===== src/imaenc_pkg.sv =====
// ----------------------------------------------------------------------------
// imaenc_pkg
// Widths, limits and tables of the IMA ADPCM encoder.
// ----------------------------------------------------------------------------
`default_nettype none

package imaenc_pkg;

  localparam int SAMPLE_W = 16;
  localparam int CODE_W   = 4;
  localparam int BYTE_W   = 8;
  localparam int IDX_W    = 7;
  localparam int STEP_W   = 15;
  localparam int DIFF_W   = SAMPLE_W + 1;
  localparam int SUM_W    = SAMPLE_W + 2;

  localparam logic [IDX_W-1:0]        IDX_MAX  = 7'd88;
  localparam logic signed [SUM_W-1:0] PRED_MAX = 18'sd32767;
  localparam logic signed [SUM_W-1:0] PRED_MIN = -18'sd32768;

  typedef logic signed [SAMPLE_W-1:0] sample_t;
  typedef logic [CODE_W-1:0]          code_t;
  typedef logic [IDX_W-1:0]           idx_t;
  typedef logic [STEP_W-1:0]          step_t;

  function automatic step_t step_size(input idx_t idx);
    case (idx)
      7'd0:  return 15'd7;     7'd1:  return 15'd8;     7'd2:  return 15'd9;
      7'd3:  return 15'd10;    7'd4:  return 15'd11;    7'd5:  return 15'd12;
      7'd6:  return 15'd13;    7'd7:  return 15'd14;    7'd8:  return 15'd16;
      7'd9:  return 15'd17;    7'd10: return 15'd19;    7'd11: return 15'd21;
      7'd12: return 15'd23;    7'd13: return 15'd25;    7'd14: return 15'd28;
      7'd15: return 15'd31;    7'd16: return 15'd34;    7'd17: return 15'd37;
      7'd18: return 15'd41;    7'd19: return 15'd45;    7'd20: return 15'd50;
      7'd21: return 15'd55;    7'd22: return 15'd60;    7'd23: return 15'd66;
      7'd24: return 15'd73;    7'd25: return 15'd80;    7'd26: return 15'd88;
      7'd27: return 15'd97;    7'd28: return 15'd107;   7'd29: return 15'd118;
      7'd30: return 15'd130;   7'd31: return 15'd143;   7'd32: return 15'd157;
      7'd33: return 15'd173;   7'd34: return 15'd190;   7'd35: return 15'd209;
      7'd36: return 15'd230;   7'd37: return 15'd253;   7'd38: return 15'd279;
      7'd39: return 15'd307;   7'd40: return 15'd337;   7'd41: return 15'd371;
      7'd42: return 15'd408;   7'd43: return 15'd449;   7'd44: return 15'd494;
      7'd45: return 15'd544;   7'd46: return 15'd598;   7'd47: return 15'd658;
      7'd48: return 15'd724;   7'd49: return 15'd796;   7'd50: return 15'd876;
      7'd51: return 15'd963;   7'd52: return 15'd1060;  7'd53: return 15'd1166;
      7'd54: return 15'd1282;  7'd55: return 15'd1411;  7'd56: return 15'd1552;
      7'd57: return 15'd1707;  7'd58: return 15'd1878;  7'd59: return 15'd2066;
      7'd60: return 15'd2272;  7'd61: return 15'd2499;  7'd62: return 15'd2749;
      7'd63: return 15'd3024;  7'd64: return 15'd3327;  7'd65: return 15'd3660;
      7'd66: return 15'd4026;  7'd67: return 15'd4428;  7'd68: return 15'd4871;
      7'd69: return 15'd5358;  7'd70: return 15'd5894;  7'd71: return 15'd6484;
      7'd72: return 15'd7132;  7'd73: return 15'd7845;  7'd74: return 15'd8630;
      7'd75: return 15'd9493;  7'd76: return 15'd10442; 7'd77: return 15'd11487;
      7'd78: return 15'd12635; 7'd79: return 15'd13899; 7'd80: return 15'd15289;
      7'd81: return 15'd16818; 7'd82: return 15'd18500; 7'd83: return 15'd20350;
      7'd84: return 15'd22385; 7'd85: return 15'd24623; 7'd86: return 15'd27086;
      7'd87: return 15'd29794;
      default: return 15'd32767;
    endcase
  endfunction

  function automatic logic signed [4:0] index_adjust(input logic [2:0] mag);
    case (mag)
      3'd4:    return 5'sd2;
      3'd5:    return 5'sd4;
      3'd6:    return 5'sd6;
      3'd7:    return 5'sd8;
      default: return -5'sd1;
    endcase
  endfunction

endpackage

`default_nettype wire


===== src/imaenc_if.sv =====
// ----------------------------------------------------------------------------
// imaenc_in_if / imaenc_out_if
// Valid/ready channels carrying PCM samples in and packed code bytes out.
// ----------------------------------------------------------------------------
`default_nettype none

interface imaenc_in_if import imaenc_pkg::*; ();
  logic    valid;
  logic    ready;
  sample_t sample;
  logic    frame_end;

  modport source (output valid, output sample, output frame_end, input ready);
  modport sink   (input valid, input sample, input frame_end, output ready);
endinterface

interface imaenc_out_if import imaenc_pkg::*; ();
  logic              valid;
  logic              ready;
  logic [BYTE_W-1:0] packed_byte;
  logic              frame_done;

  modport source (output valid, output packed_byte, output frame_done, input ready);
  modport sink   (input valid, input packed_byte, input frame_done, output ready);
endinterface

`default_nettype wire


===== src/ima_adpcm_encoder_unit.sv =====
// ----------------------------------------------------------------------------
// ima_adpcm_encoder_unit
// A sample is held in the input register while encoded; a byte it completes is
// registered, then valid on the output. Throughput: one sample per cycle unless
// the output stalls a byte-ending sample, set by the single encode stage between
// the input and byte registers; one byte per two samples or per frame end.
// Reset (rst_n low, synchronous) clears predictor, step index, pending
// nibble and both valid flags.
// ----------------------------------------------------------------------------
`default_nettype none

module ima_adpcm_encoder_unit import imaenc_pkg::*; (
  input  wire          clk,
  input  wire          rst_n,
  imaenc_in_if.sink    in_ch,
  imaenc_out_if.source out_ch
);

  logic                 s1_vld_r;
  sample_t              sample_r;
  logic                 fe_r;

  logic signed [SAMPLE_W-1:0] pred_r, pred_nxt;
  idx_t                 idx_r, idx_nxt;
  logic                 pending_r;
  code_t                held_r;

  logic                 out_vld_r;
  logic [BYTE_W-1:0]    byte_r, byte_nxt;
  logic                 done_r;

  logic                 emit, out_free, fire;
  code_t                code;

  step_t                step;
  logic [DIFF_W-1:0]    step_e, step_h, step_q, absd, rem1, rem2, vpdiff;
  logic signed [DIFF_W-1:0] diff;
  logic signed [SUM_W-1:0]  pred_sum;
  logic signed [IDX_W:0]    idx_sum;
  logic                 sgn, b2, b1, b0;

  always_comb begin
    step   = step_size(idx_r);
    step_e = {{(DIFF_W-STEP_W){1'b0}}, step};
    step_h = step_e >> 1;
    step_q = step_e >> 2;
    diff   = {sample_r[SAMPLE_W-1], sample_r} - {pred_r[SAMPLE_W-1], pred_r};
    sgn    = diff[DIFF_W-1];
    absd   = sgn ? DIFF_W'(-diff) : DIFF_W'(diff);
    b2     = absd >= step_e;
    rem1   = b2 ? absd - step_e : absd;
    b1     = rem1 >= step_h;
    rem2   = b1 ? rem1 - step_h : rem1;
    b0     = rem2 >= step_q;
    vpdiff = (step_e >> 3) + (b2 ? step_e : '0) + (b1 ? step_h : '0)
           + (b0 ? step_q : '0);
    code   = {sgn, b2, b1, b0};

    pred_sum = sgn ? {{2{pred_r[SAMPLE_W-1]}}, pred_r} - {1'b0, vpdiff}
                   : {{2{pred_r[SAMPLE_W-1]}}, pred_r} + {1'b0, vpdiff};
    if (pred_sum > PRED_MAX) begin
      pred_nxt = SAMPLE_W'(PRED_MAX);
    end else if (pred_sum < PRED_MIN) begin
      pred_nxt = SAMPLE_W'(PRED_MIN);
    end else begin
      pred_nxt = pred_sum[SAMPLE_W-1:0];
    end

    idx_sum = $signed({1'b0, idx_r}) + (IDX_W+1)'(index_adjust(code[2:0]));
    if (idx_sum < 0) begin
      idx_nxt = '0;
    end else if (idx_sum > $signed({1'b0, IDX_MAX})) begin
      idx_nxt = IDX_MAX;
    end else begin
      idx_nxt = idx_sum[IDX_W-1:0];
    end

    byte_nxt = pending_r ? {held_r, code} : {code, {CODE_W{1'b0}}};
  end

  assign emit     = pending_r || fe_r;
  assign out_free = !out_vld_r || out_ch.ready;
  assign fire     = s1_vld_r && (!emit || out_free);

  assign in_ch.ready        = !s1_vld_r || fire;
  assign out_ch.valid       = out_vld_r;
  assign out_ch.packed_byte = byte_r;
  assign out_ch.frame_done  = done_r;

  always_ff @(posedge clk) begin
    if (!rst_n) begin
      s1_vld_r  <= 1'b0;
      out_vld_r <= 1'b0;
      pending_r <= 1'b0;
      held_r    <= '0;
      pred_r    <= '0;
      idx_r     <= '0;
    end else begin
      if (in_ch.valid && in_ch.ready) begin
        s1_vld_r <= 1'b1;
        sample_r <= in_ch.sample;
        fe_r     <= in_ch.frame_end;
      end else if (fire) begin
        s1_vld_r <= 1'b0;
      end

      if (fire) begin
        pred_r    <= pred_nxt;
        idx_r     <= idx_nxt;
        pending_r <= !emit;
        held_r    <= emit ? '0 : code;
      end

      if (fire && emit) begin
        out_vld_r <= 1'b1;
        byte_r    <= byte_nxt;
        done_r    <= fe_r;
      end else if (out_ch.ready) begin
        out_vld_r <= 1'b0;
      end
    end
  end

endmodule

`default_nettype wire


===== src/flat_wrapper.sv =====
// flat-port wrapper written by rule: the top's interface ports become plain ports
module ima_adpcm_encoder_unit_flat import imaenc_pkg::*;
  (clk, rst_n, in_ch_valid, in_ch_sample, in_ch_frame_end, in_ch_ready, out_ch_valid, out_ch_packed_byte, out_ch_frame_done, out_ch_ready);
  imaenc_in_if in_ch_i ();
  imaenc_out_if out_ch_i ();
  input  wire clk;
  input  wire rst_n;
  input wire logic [$bits(in_ch_i.valid)-1:0] in_ch_valid;
  input wire logic [$bits(in_ch_i.sample)-1:0] in_ch_sample;
  input wire logic [$bits(in_ch_i.frame_end)-1:0] in_ch_frame_end;
  output wire logic [$bits(in_ch_i.ready)-1:0] in_ch_ready;
  output wire logic [$bits(out_ch_i.valid)-1:0] out_ch_valid;
  output wire logic [$bits(out_ch_i.packed_byte)-1:0] out_ch_packed_byte;
  output wire logic [$bits(out_ch_i.frame_done)-1:0] out_ch_frame_done;
  input wire logic [$bits(out_ch_i.ready)-1:0] out_ch_ready;
  assign in_ch_i.valid = in_ch_valid;
  assign in_ch_i.sample = in_ch_sample;
  assign in_ch_i.frame_end = in_ch_frame_end;
  assign in_ch_ready = in_ch_i.ready;
  assign out_ch_valid = out_ch_i.valid;
  assign out_ch_packed_byte = out_ch_i.packed_byte;
  assign out_ch_frame_done = out_ch_i.frame_done;
  assign out_ch_i.ready = out_ch_ready;
  ima_adpcm_encoder_unit u_core (.clk(clk), .rst_n(rst_n), .in_ch(in_ch_i), .out_ch(out_ch_i));
endmodule

===== config.mk =====
export PLATFORM = sky130hd
export DESIGN_NAME = ima_adpcm_encoder_unit_flat
export DESIGN_NICKNAME = d
export VERILOG_FILES = /design/src/imaenc_pkg.sv /design/src/imaenc_if.sv /design/src/ima_adpcm_encoder_unit.sv /design/src/flat_wrapper.sv
export SDC_FILE = /design/constraint.sdc
export NUM_CORES = 1
export LEC_CHECK = 0
export CAP_MARGIN = 10
export CORE_MARGIN = 2
export CORE_UTILIZATION = 60
export CTS_BUF_LIST = sky130_fd_sc_hd__clkbuf_16
export DETAILED_ROUTE_END_ITERATION = 16
export DONT_BUFFER_PORTS = 1
export PLACE_DENSITY = 0.79
export RECOVER_POWER = 100
export SYNTH_ARGS = -nofsm -noshare
export SYNTH_HDL_FRONTEND = slang
export SYNTH_SLANG_ARGS = --single-unit

===== constraint.sdc =====
create_clock -name clk -period 54 [get_ports clk]
set_clock_uncertainty 0.2 [all_clocks]
set_input_delay 5.4 -clock clk [delete_from_list [all_inputs] [get_ports clk]]
set_output_delay 5.4 -clock clk [all_outputs]
set_load 0.03 [all_outputs]

==> impl_metrics.csv, run 1 <==
group,metric,value,unit
timing,hold_slack,0.339,ns
run_status,violations,"max-capacitance violations, max-slew violations",
logic_synthesis,synth_top_area_share,13.7,%
place,portBuffers,0,
run_status,status,"finished with violations",
critical_path,cpMaxStageDelayCell,"clkinv_1",
timing,fin_ws,33.37,ns
detailed_routing,wirelength,32100,um
logic_synthesis,avgSynthCellArea,7.70,sq um
job,drv_cap,3,
critical_path,slowest_delay,0.99,ns
timing,fin_crit_sh,38.2,%
critical_path,cp-end-kind,"flop",
critical_path,crit_path_frequent_cell,"a21o_1",
floorplanning,die_h,137,um
logic_synthesis,yosys-top-cells-area,"ha_1, dfxtp_1, edfxtp_1",
logic_synthesis,synthCells,1377,
critical_path,cp.required,54.04,ns
critical_path,path_class,"reg2reg",
detailed_routing,post-route-drc-count,0,
floorplanning,fp-row-count,48,
detailed_routing,via_per_inst,6.73,
detailed_routing,wire_per_inst,20.5,um
place,place_ws,34.81,ns
timing,maxSlewViolCount,88,
cts,cts_buffers,9,
logic_synthesis,yosys.area.top_type,"ha_1",
cells_and_area,multi_input_area,8200,sq um
logic_synthesis,syn_nets,1544,
critical_path,critPathBufInv,7,
critical_path,cp.arrival,20.67,ns
cts,ctsHoldBuffers,0,
grt,grt_pass1_vias,9697,
place,dp.final_hpwl,24400,um
hold_path,min_path_type,"reg2reg",
grt,grt.total_usage,34.6,%
floorplanning,initial_core_util,61.3,%
detailed_routing,drtAntennaViolNets,0,
cts,ctsResizeCount,0,
detailed_routing,vias,10574,
detailed_routing,drtIter0Drc,1468,
floorplanning,ios,32,
timing,slew_headroom,-35.3,%
logic_synthesis,synth_common_cells,"a21oi_1, ha_1, nor2_1, nand2_1, inv_1",
logic_synthesis,ys_ff_latch,71,
logic_synthesis,syn_area,10600,sq um
grt,grt_antenna_before_repair,1,
logic_synthesis,async_flop_share,0,%
timing,clock.fmax,48.5,MHz
critical_path,cpLargestDelayFamily,"compound AO/OA/AOI/OAI gates",
critical_path,start_kind,"flop",
timing,final-setup-viol-count,0,
cts,clk_pin_slew,0.06,ns
floorplanning,die_x,137,um
place,gp_congestion,0.994,
cells_and_area,final_nets,1507,
cells_and_area,regArea,1680,sq um
cts,clock-root-buffer,"clkbuf_16",
timing,fin_setup_tns,0,ns
cts,cts_tree,"yes",
grt,grt_pass1_wl,50800,um
cells_and_area,fin_util,63.2,%
cts,clkLatencyLatePin,0.36,ns
cts,post-cts-setup-buffer-count,0,
detailed_routing,firstDrtPassIters,6,
cts,clockBufferDepth,2,
logic_synthesis,synth_edf_count,26,
logic_synthesis,ys.warnings.count,0,
timing,timing.final.crit_period,20.63,ns
logic_synthesis,synthFlopType,"dfxtp_1",
floorplanning,die_area,18700,sq um
cts,cts_max_level,3,
floorplanning,core,17300,sq um
timing,finalHoldViolCount,0,
logic_synthesis,ys_seq_area_share,15.9,%
critical_path,worstPathMaxFanout,41,
timing,max_slew.worst_pin.slew,2.03,ns
grt,grt_max_degree,42,
logic_synthesis,yosysMostFrequentCell,"a21oi_1",
logic_synthesis,yosysUniqueCellTypes,96,
cells_and_area,drive_above_1_share,4.68,%
grt,overflow,0,
cts,cts_sinks,71,
timing,rsz0062_at_grt,"false",
cells_and_area,n_fill_cell,1537,
cells_and_area,area_growth_syn_to_layout,3.07,%
## path summary, 6_finish.rpt
kind	slack, ns	depth (start not counted)	to	from
max	33.37	76	u_core.pred_r[11]	u_core.sample_r[0]
min	0.34	0	u_core.out_ch.frame_done	u_core.fe_r
max reg2reg	33.37	76	u_core.pred_r[11]	u_core.sample_r[0]
min reg2reg	0.34	0	u_core.out_ch.frame_done	u_core.fe_r
## flip-flops by register name, indices dropped and copies added (netlist names)
signal,flops
u_core.out_ch.packed_byte,8
u_core.idx_r,7
u_core.step,15
u_core.held_r,4
u_core.out_ch.valid,1
u_core.pred_r,16
u_core.out_ch.frame_done,1
u_core.s1_vld_r,1
u_core.sample_r,16
u_core.pending_r,1
u_core.fe_r,1
## metal layers
layer	track usage [%]	vias to the layer above	part of all wire [%]
met5	0	-	0.040
met4	12.5	2	3.3
met3	6.70	107	9.9
met2	54.9	592	45
met1	46.5	4934	42
li1	-	4939	-
## metrics by stage
step	area [sq um]	std cells
floorplan	10600	1377
global placement	10700	1554
detailed placement	10700	1554
CTS	11000	1570
global route	10900	1570
finish	10900	1571
## layout make-up
cell class / instances / area share, %
Tap cell: 225 / 2.58
Timing Repair Buffer: 14 / 0.687
Inverter: 111 / 3.81
Clock buffer: 9 / 2.06
Clock inverter: 7 / 0.366
Antenna cell: 1 / 0.0229
Multi-Input combinational cell: 1133 / 75.1
Sequential cell: 71 / 15.4
## logic make-up (layout without fill, tap and decap cells)
| logic type | Yosys count | count (layout) | synth area share (%) |
|---|---|---|---|
| other cells | 0 | 1 | 0 |
| fa+ha+maj | 146 | 146 | 19.4 |
| xor+xnor | 86 | 86 | 7.41 |
| compound gates | 458 | 458 | 29.0 |
| buf+inv | 173 | 141 | 6.60 |
| mux | 21 | 21 | 2.10 |
| simple gates | 422 | 422 | 19.7 |
| flops | 71 | 71 | 15.9 |
## placed cells by master (no fill, tap or decap), drive strengths merged, types with 6 or more instances in the layout
master  netlist  layout
a21boi        7       7
xnor2        55      55
nand2b       13      13
dfxtp        45      45
nand4         8       8
a211oi       29      29
nand2       110     110
a22oi         7       7
buf          30       6
ha          116     116
nor2b        22      22
and3         13      13
a21oi       128     128
a21o         33      33
and2         27      27
fa           30      30
inv         109     109
o22ai        10      10
o31ai        19      19
o211ai       21      21
nand3        21      21
clkbuf       32      17
nor3         34      34
o21ai        92      92
or4          11      11
nor4         10      10
edfxtp       26      26
or2           8       8
o21a         20      20
mux2         10      10
xor2         30      30
a31oi        21      21
clkinv        2       6
mux2i        11      11
nor2        117     117
or3          12      12
Power of run 1 is left out: the tool's default activity adds up to more than one toggle a clock period on the data nets, which glitch-free logic cannot reach.
==> run 2, diff against run 1 <==
--- a/config.mk
+++ b/config.mk
@@ -5,6 +5,7 @@
 export SDC_FILE = /design/constraint.sdc
 export NUM_CORES = 1
 export LEC_CHECK = 0
+export ABC_AREA = 1
 export CAP_MARGIN = 10
 export CORE_MARGIN = 2
 export CORE_UTILIZATION = 60
==> constraint.sdc (replaced) <==
create_clock -name clk -period 20.3 [get_ports clk]
set_clock_uncertainty 0.2 [all_clocks]
set_input_delay 2.03 -clock clk [delete_from_list [all_inputs] [get_ports clk]]
set_output_delay 2.03 -clock clk [all_outputs]
set_load 0.03 [all_outputs]
==> run 2 against run 1 <==
Critical path depth down 1. Fmax up 19%. Largest cell class unchanged. Worst hold slack worse by 0.073 ns. Area after synthesis down 0.35%. Utilization down 0.42 points. The run ends with max-capacitance violations left. Global-route usage down 2.6 points. Via count down 0.63%.
==> impl_metrics.csv, run 2 <==
group,metric,value,unit
run_status,status,"finished with violations",
run_status,violations,"max-capacitance violations",
critical_path,cp-end-kind,"flop",
logic_synthesis,ys_ff_latch,71,
timing,fin_crit_sh,85.1,%
cells_and_area,n_fill_cell,1584,
logic_synthesis,muxShareOfSynthArea,0,%
grt,overflow,0,
hold_path,whs_endpoint,"u_core.out_ch.frame_done",
logic_synthesis,synthFlopType,"dfxtp_1",
cells_and_area,regArea,1680,sq um
timing,slew_headroom,1.45,%
critical_path,rr_endpoint,"u_core.step[0]",
timing,rsz0062_at_grt,"false",
cts,clk_pin_slew,0.06,ns
cts,cts_buffers,9,
cts,ctsResizeCount,0,
detailed_routing,drtAntennaViolNets,0,
cts,ctsHoldBuffers,0,
cells_and_area,area_growth_syn_to_layout,2.39,%
critical_path,ff2ff_setup_slack,3.03,ns
logic_synthesis,syn_nets,1769,
detailed_routing,post-route-drc-count,0,
logic_synthesis,synth_compound_area_share,14.6,%
critical_path,worstPathMaxFanout,44,
grt,grt_pass1_vias,9724,
logic_synthesis,yosysMostFrequentCell,"nand2_1",
logic_synthesis,avgSynthCellArea,6.59,sq um
critical_path,cpMaxStageDelayCell,"clkinvlp_2",
floorplanning,fp-row-count,48,
timing,fin_setup_tns,0,ns
cells_and_area,n_antenna_cell,0,
critical_path,cpLargestDelayFamily,"simple AND/OR/NAND/NOR gates",
cts,cts_tree,"yes",
floorplanning,core,17200,sq um
hold_path,min_path_type,"reg2reg",
timing,hold_slack,0.266,ns
logic_synthesis,synth_top_area_share,14.6,%
floorplanning,die_x,137,um
grt,grt_antenna_before_repair,0,
timing,maxSlewViolCount,0,
cts,clkLatencyLatePin,0.35,ns
critical_path,cp.arrival,17.32,ns
logic_synthesis,synth_xor_area_share,6.88,%
logic_synthesis,synthCells,1602,
critical_path,reg2reg_from,"u_core.sample_r[0]",
cells_and_area,final_cell_mix,"nand2_1, inv_1, a21oi_1, nand3_1, ha_1",
place,dp.final_hpwl,22400,um
cts,post-cts-setup-buffer-count,0,
critical_path,critPathBufInv,10,
cts,clock-root-buffer,"clkbuf_16",
critical_path,rr_worst_depth,75,
detailed_routing,wirelength,28500,um
detailed_routing,vias,10507,
cells_and_area,fin_util,62.8,%
cells_and_area,post_layout_nonfiller_instances,1803,
logic_synthesis,synth_common_cells,"nand2_1, inv_1, a21oi_1, nand3_1, ha_1",
place,portBuffers,0,
floorplanning,initial_core_util,61.3,%
logic_synthesis,yosys.area.top_type,"nand2_1",
logic_synthesis,yosysUniqueCellTypes,58,
timing,finalHoldViolCount,0,
cts,clockBufferDepth,2,
cts,cts_sinks,71,
grt,grt.total_usage,31.9,%
timing,final-setup-viol-count,0,
logic_synthesis,synth_adder_area_share,19.4,%
floorplanning,ios,32,
timing,max_slew.worst_pin.slew,1.47,ns
place,dp_cells,1787,
timing,clock.fmax,57.9,MHz
logic_synthesis,ys_seq_area_share,15.9,%
cts,cts_max_level,3,
timing,timing.final.crit_period,17.27,ns
place,gp_congestion,1.01,
hold_path,whs_path_depth,0,
cells_and_area,layout_commonest_cell,"nand2_1",
critical_path,cp.required,20.35,ns
critical_path,path_class,"reg2reg",
grt,grt_max_degree,45,
critical_path,crit_path_frequent_cell,"nand2_1",
grt,grt_pass1_wl,47500,um
logic_synthesis,async_flop_share,0,%
detailed_routing,firstDrtPassIters,6,
logic_synthesis,syn_area,10600,sq um
job,drv_cap,1,
detailed_routing,drtIter0Drc,1096,
critical_path,start_kind,"flop",
cells_and_area,final_nets,1740,
detailed_routing,via_per_inst,5.83,
cells_and_area,drive_above_1_share,4.88,%
logic_synthesis,synth_edf_count,26,
logic_synthesis,ys.warnings.count,0,
floorplanning,die_h,137,um
logic_synthesis,yosys-top-cells-area,"nand2_1, ha_1, dfxtp_1",
logic_synthesis,synth_top_family_by_area,"simple AND/OR/NAND/NOR gates",
logic_synthesis,yosys.area_share.simple,32.3,%
floorplanning,die_area,18700,sq um
critical_path,slowest_delay,1.48,ns
detailed_routing,wire_per_inst,15.8,um
cells_and_area,multi_input_area,7660,sq um
hold_path,min_from,"u_core.fe_r",
## run 2: stage by stage
stage	setup WS [ns]	area [sq um]
detailed placement	4.28	10600
global placement	4.93	10600
floorplan	6.85	10600
global route	1.23	10800
finish	3.03	10800
CTS	4.20	10900
## run 2: cell type report
cell class,count,area share [%]
Timing Repair Buffer,1,0.0347
Multi-Input combinational cell,1257,70.8
Tap cell,225,2.60
Inverter,233,8.19
Clock buffer,9,2.08
Sequential cell,71,15.5
Clock inverter,7,0.717
## run 2: worst max-delay path by stage
stage / start / to / cells past startpoint
6_report: u_core.sample_r[0] / u_core.step[0] / 75
5_1_grt: u_core.sample_r[0] / u_core.pred_r[4] / 82
4_1_cts: u_core.sample_r[0] / u_core.pred_r[12] / 82
3_5_place_dp: u_core.sample_r[0] / u_core.pred_r[12] / 82
3_3_place_gp: u_core.sample_r[0] / u_core.pred_r[3] / 82
2_1_floorplan: u_core.sample_r[0] / u_core.pred_r[10] / 87
## run 2: cell families (layout without fill, tap and decap cells)
| logic type | count (synthesis) | in the layout |
|---|---|---|
| compound gates | 281 | 281 |
| xor+xnor | 83 | 83 |
| simple gates | 747 | 747 |
| buf+inv | 274 | 250 |
| fa+ha+maj | 146 | 146 |
| flops | 71 | 71 |
## run 2: layer usage
layer  part of all wire, %  vias up  global-route usage [%]
li1                      -     5166                       -
met1                    45     4780                    46.5
met2                    43      513                    48.1
met3                   9.9       48                    6.19
met4                   2.0        0                    8.80
met5                     0        -                       0
Power of run 2 is left out for the same reason.
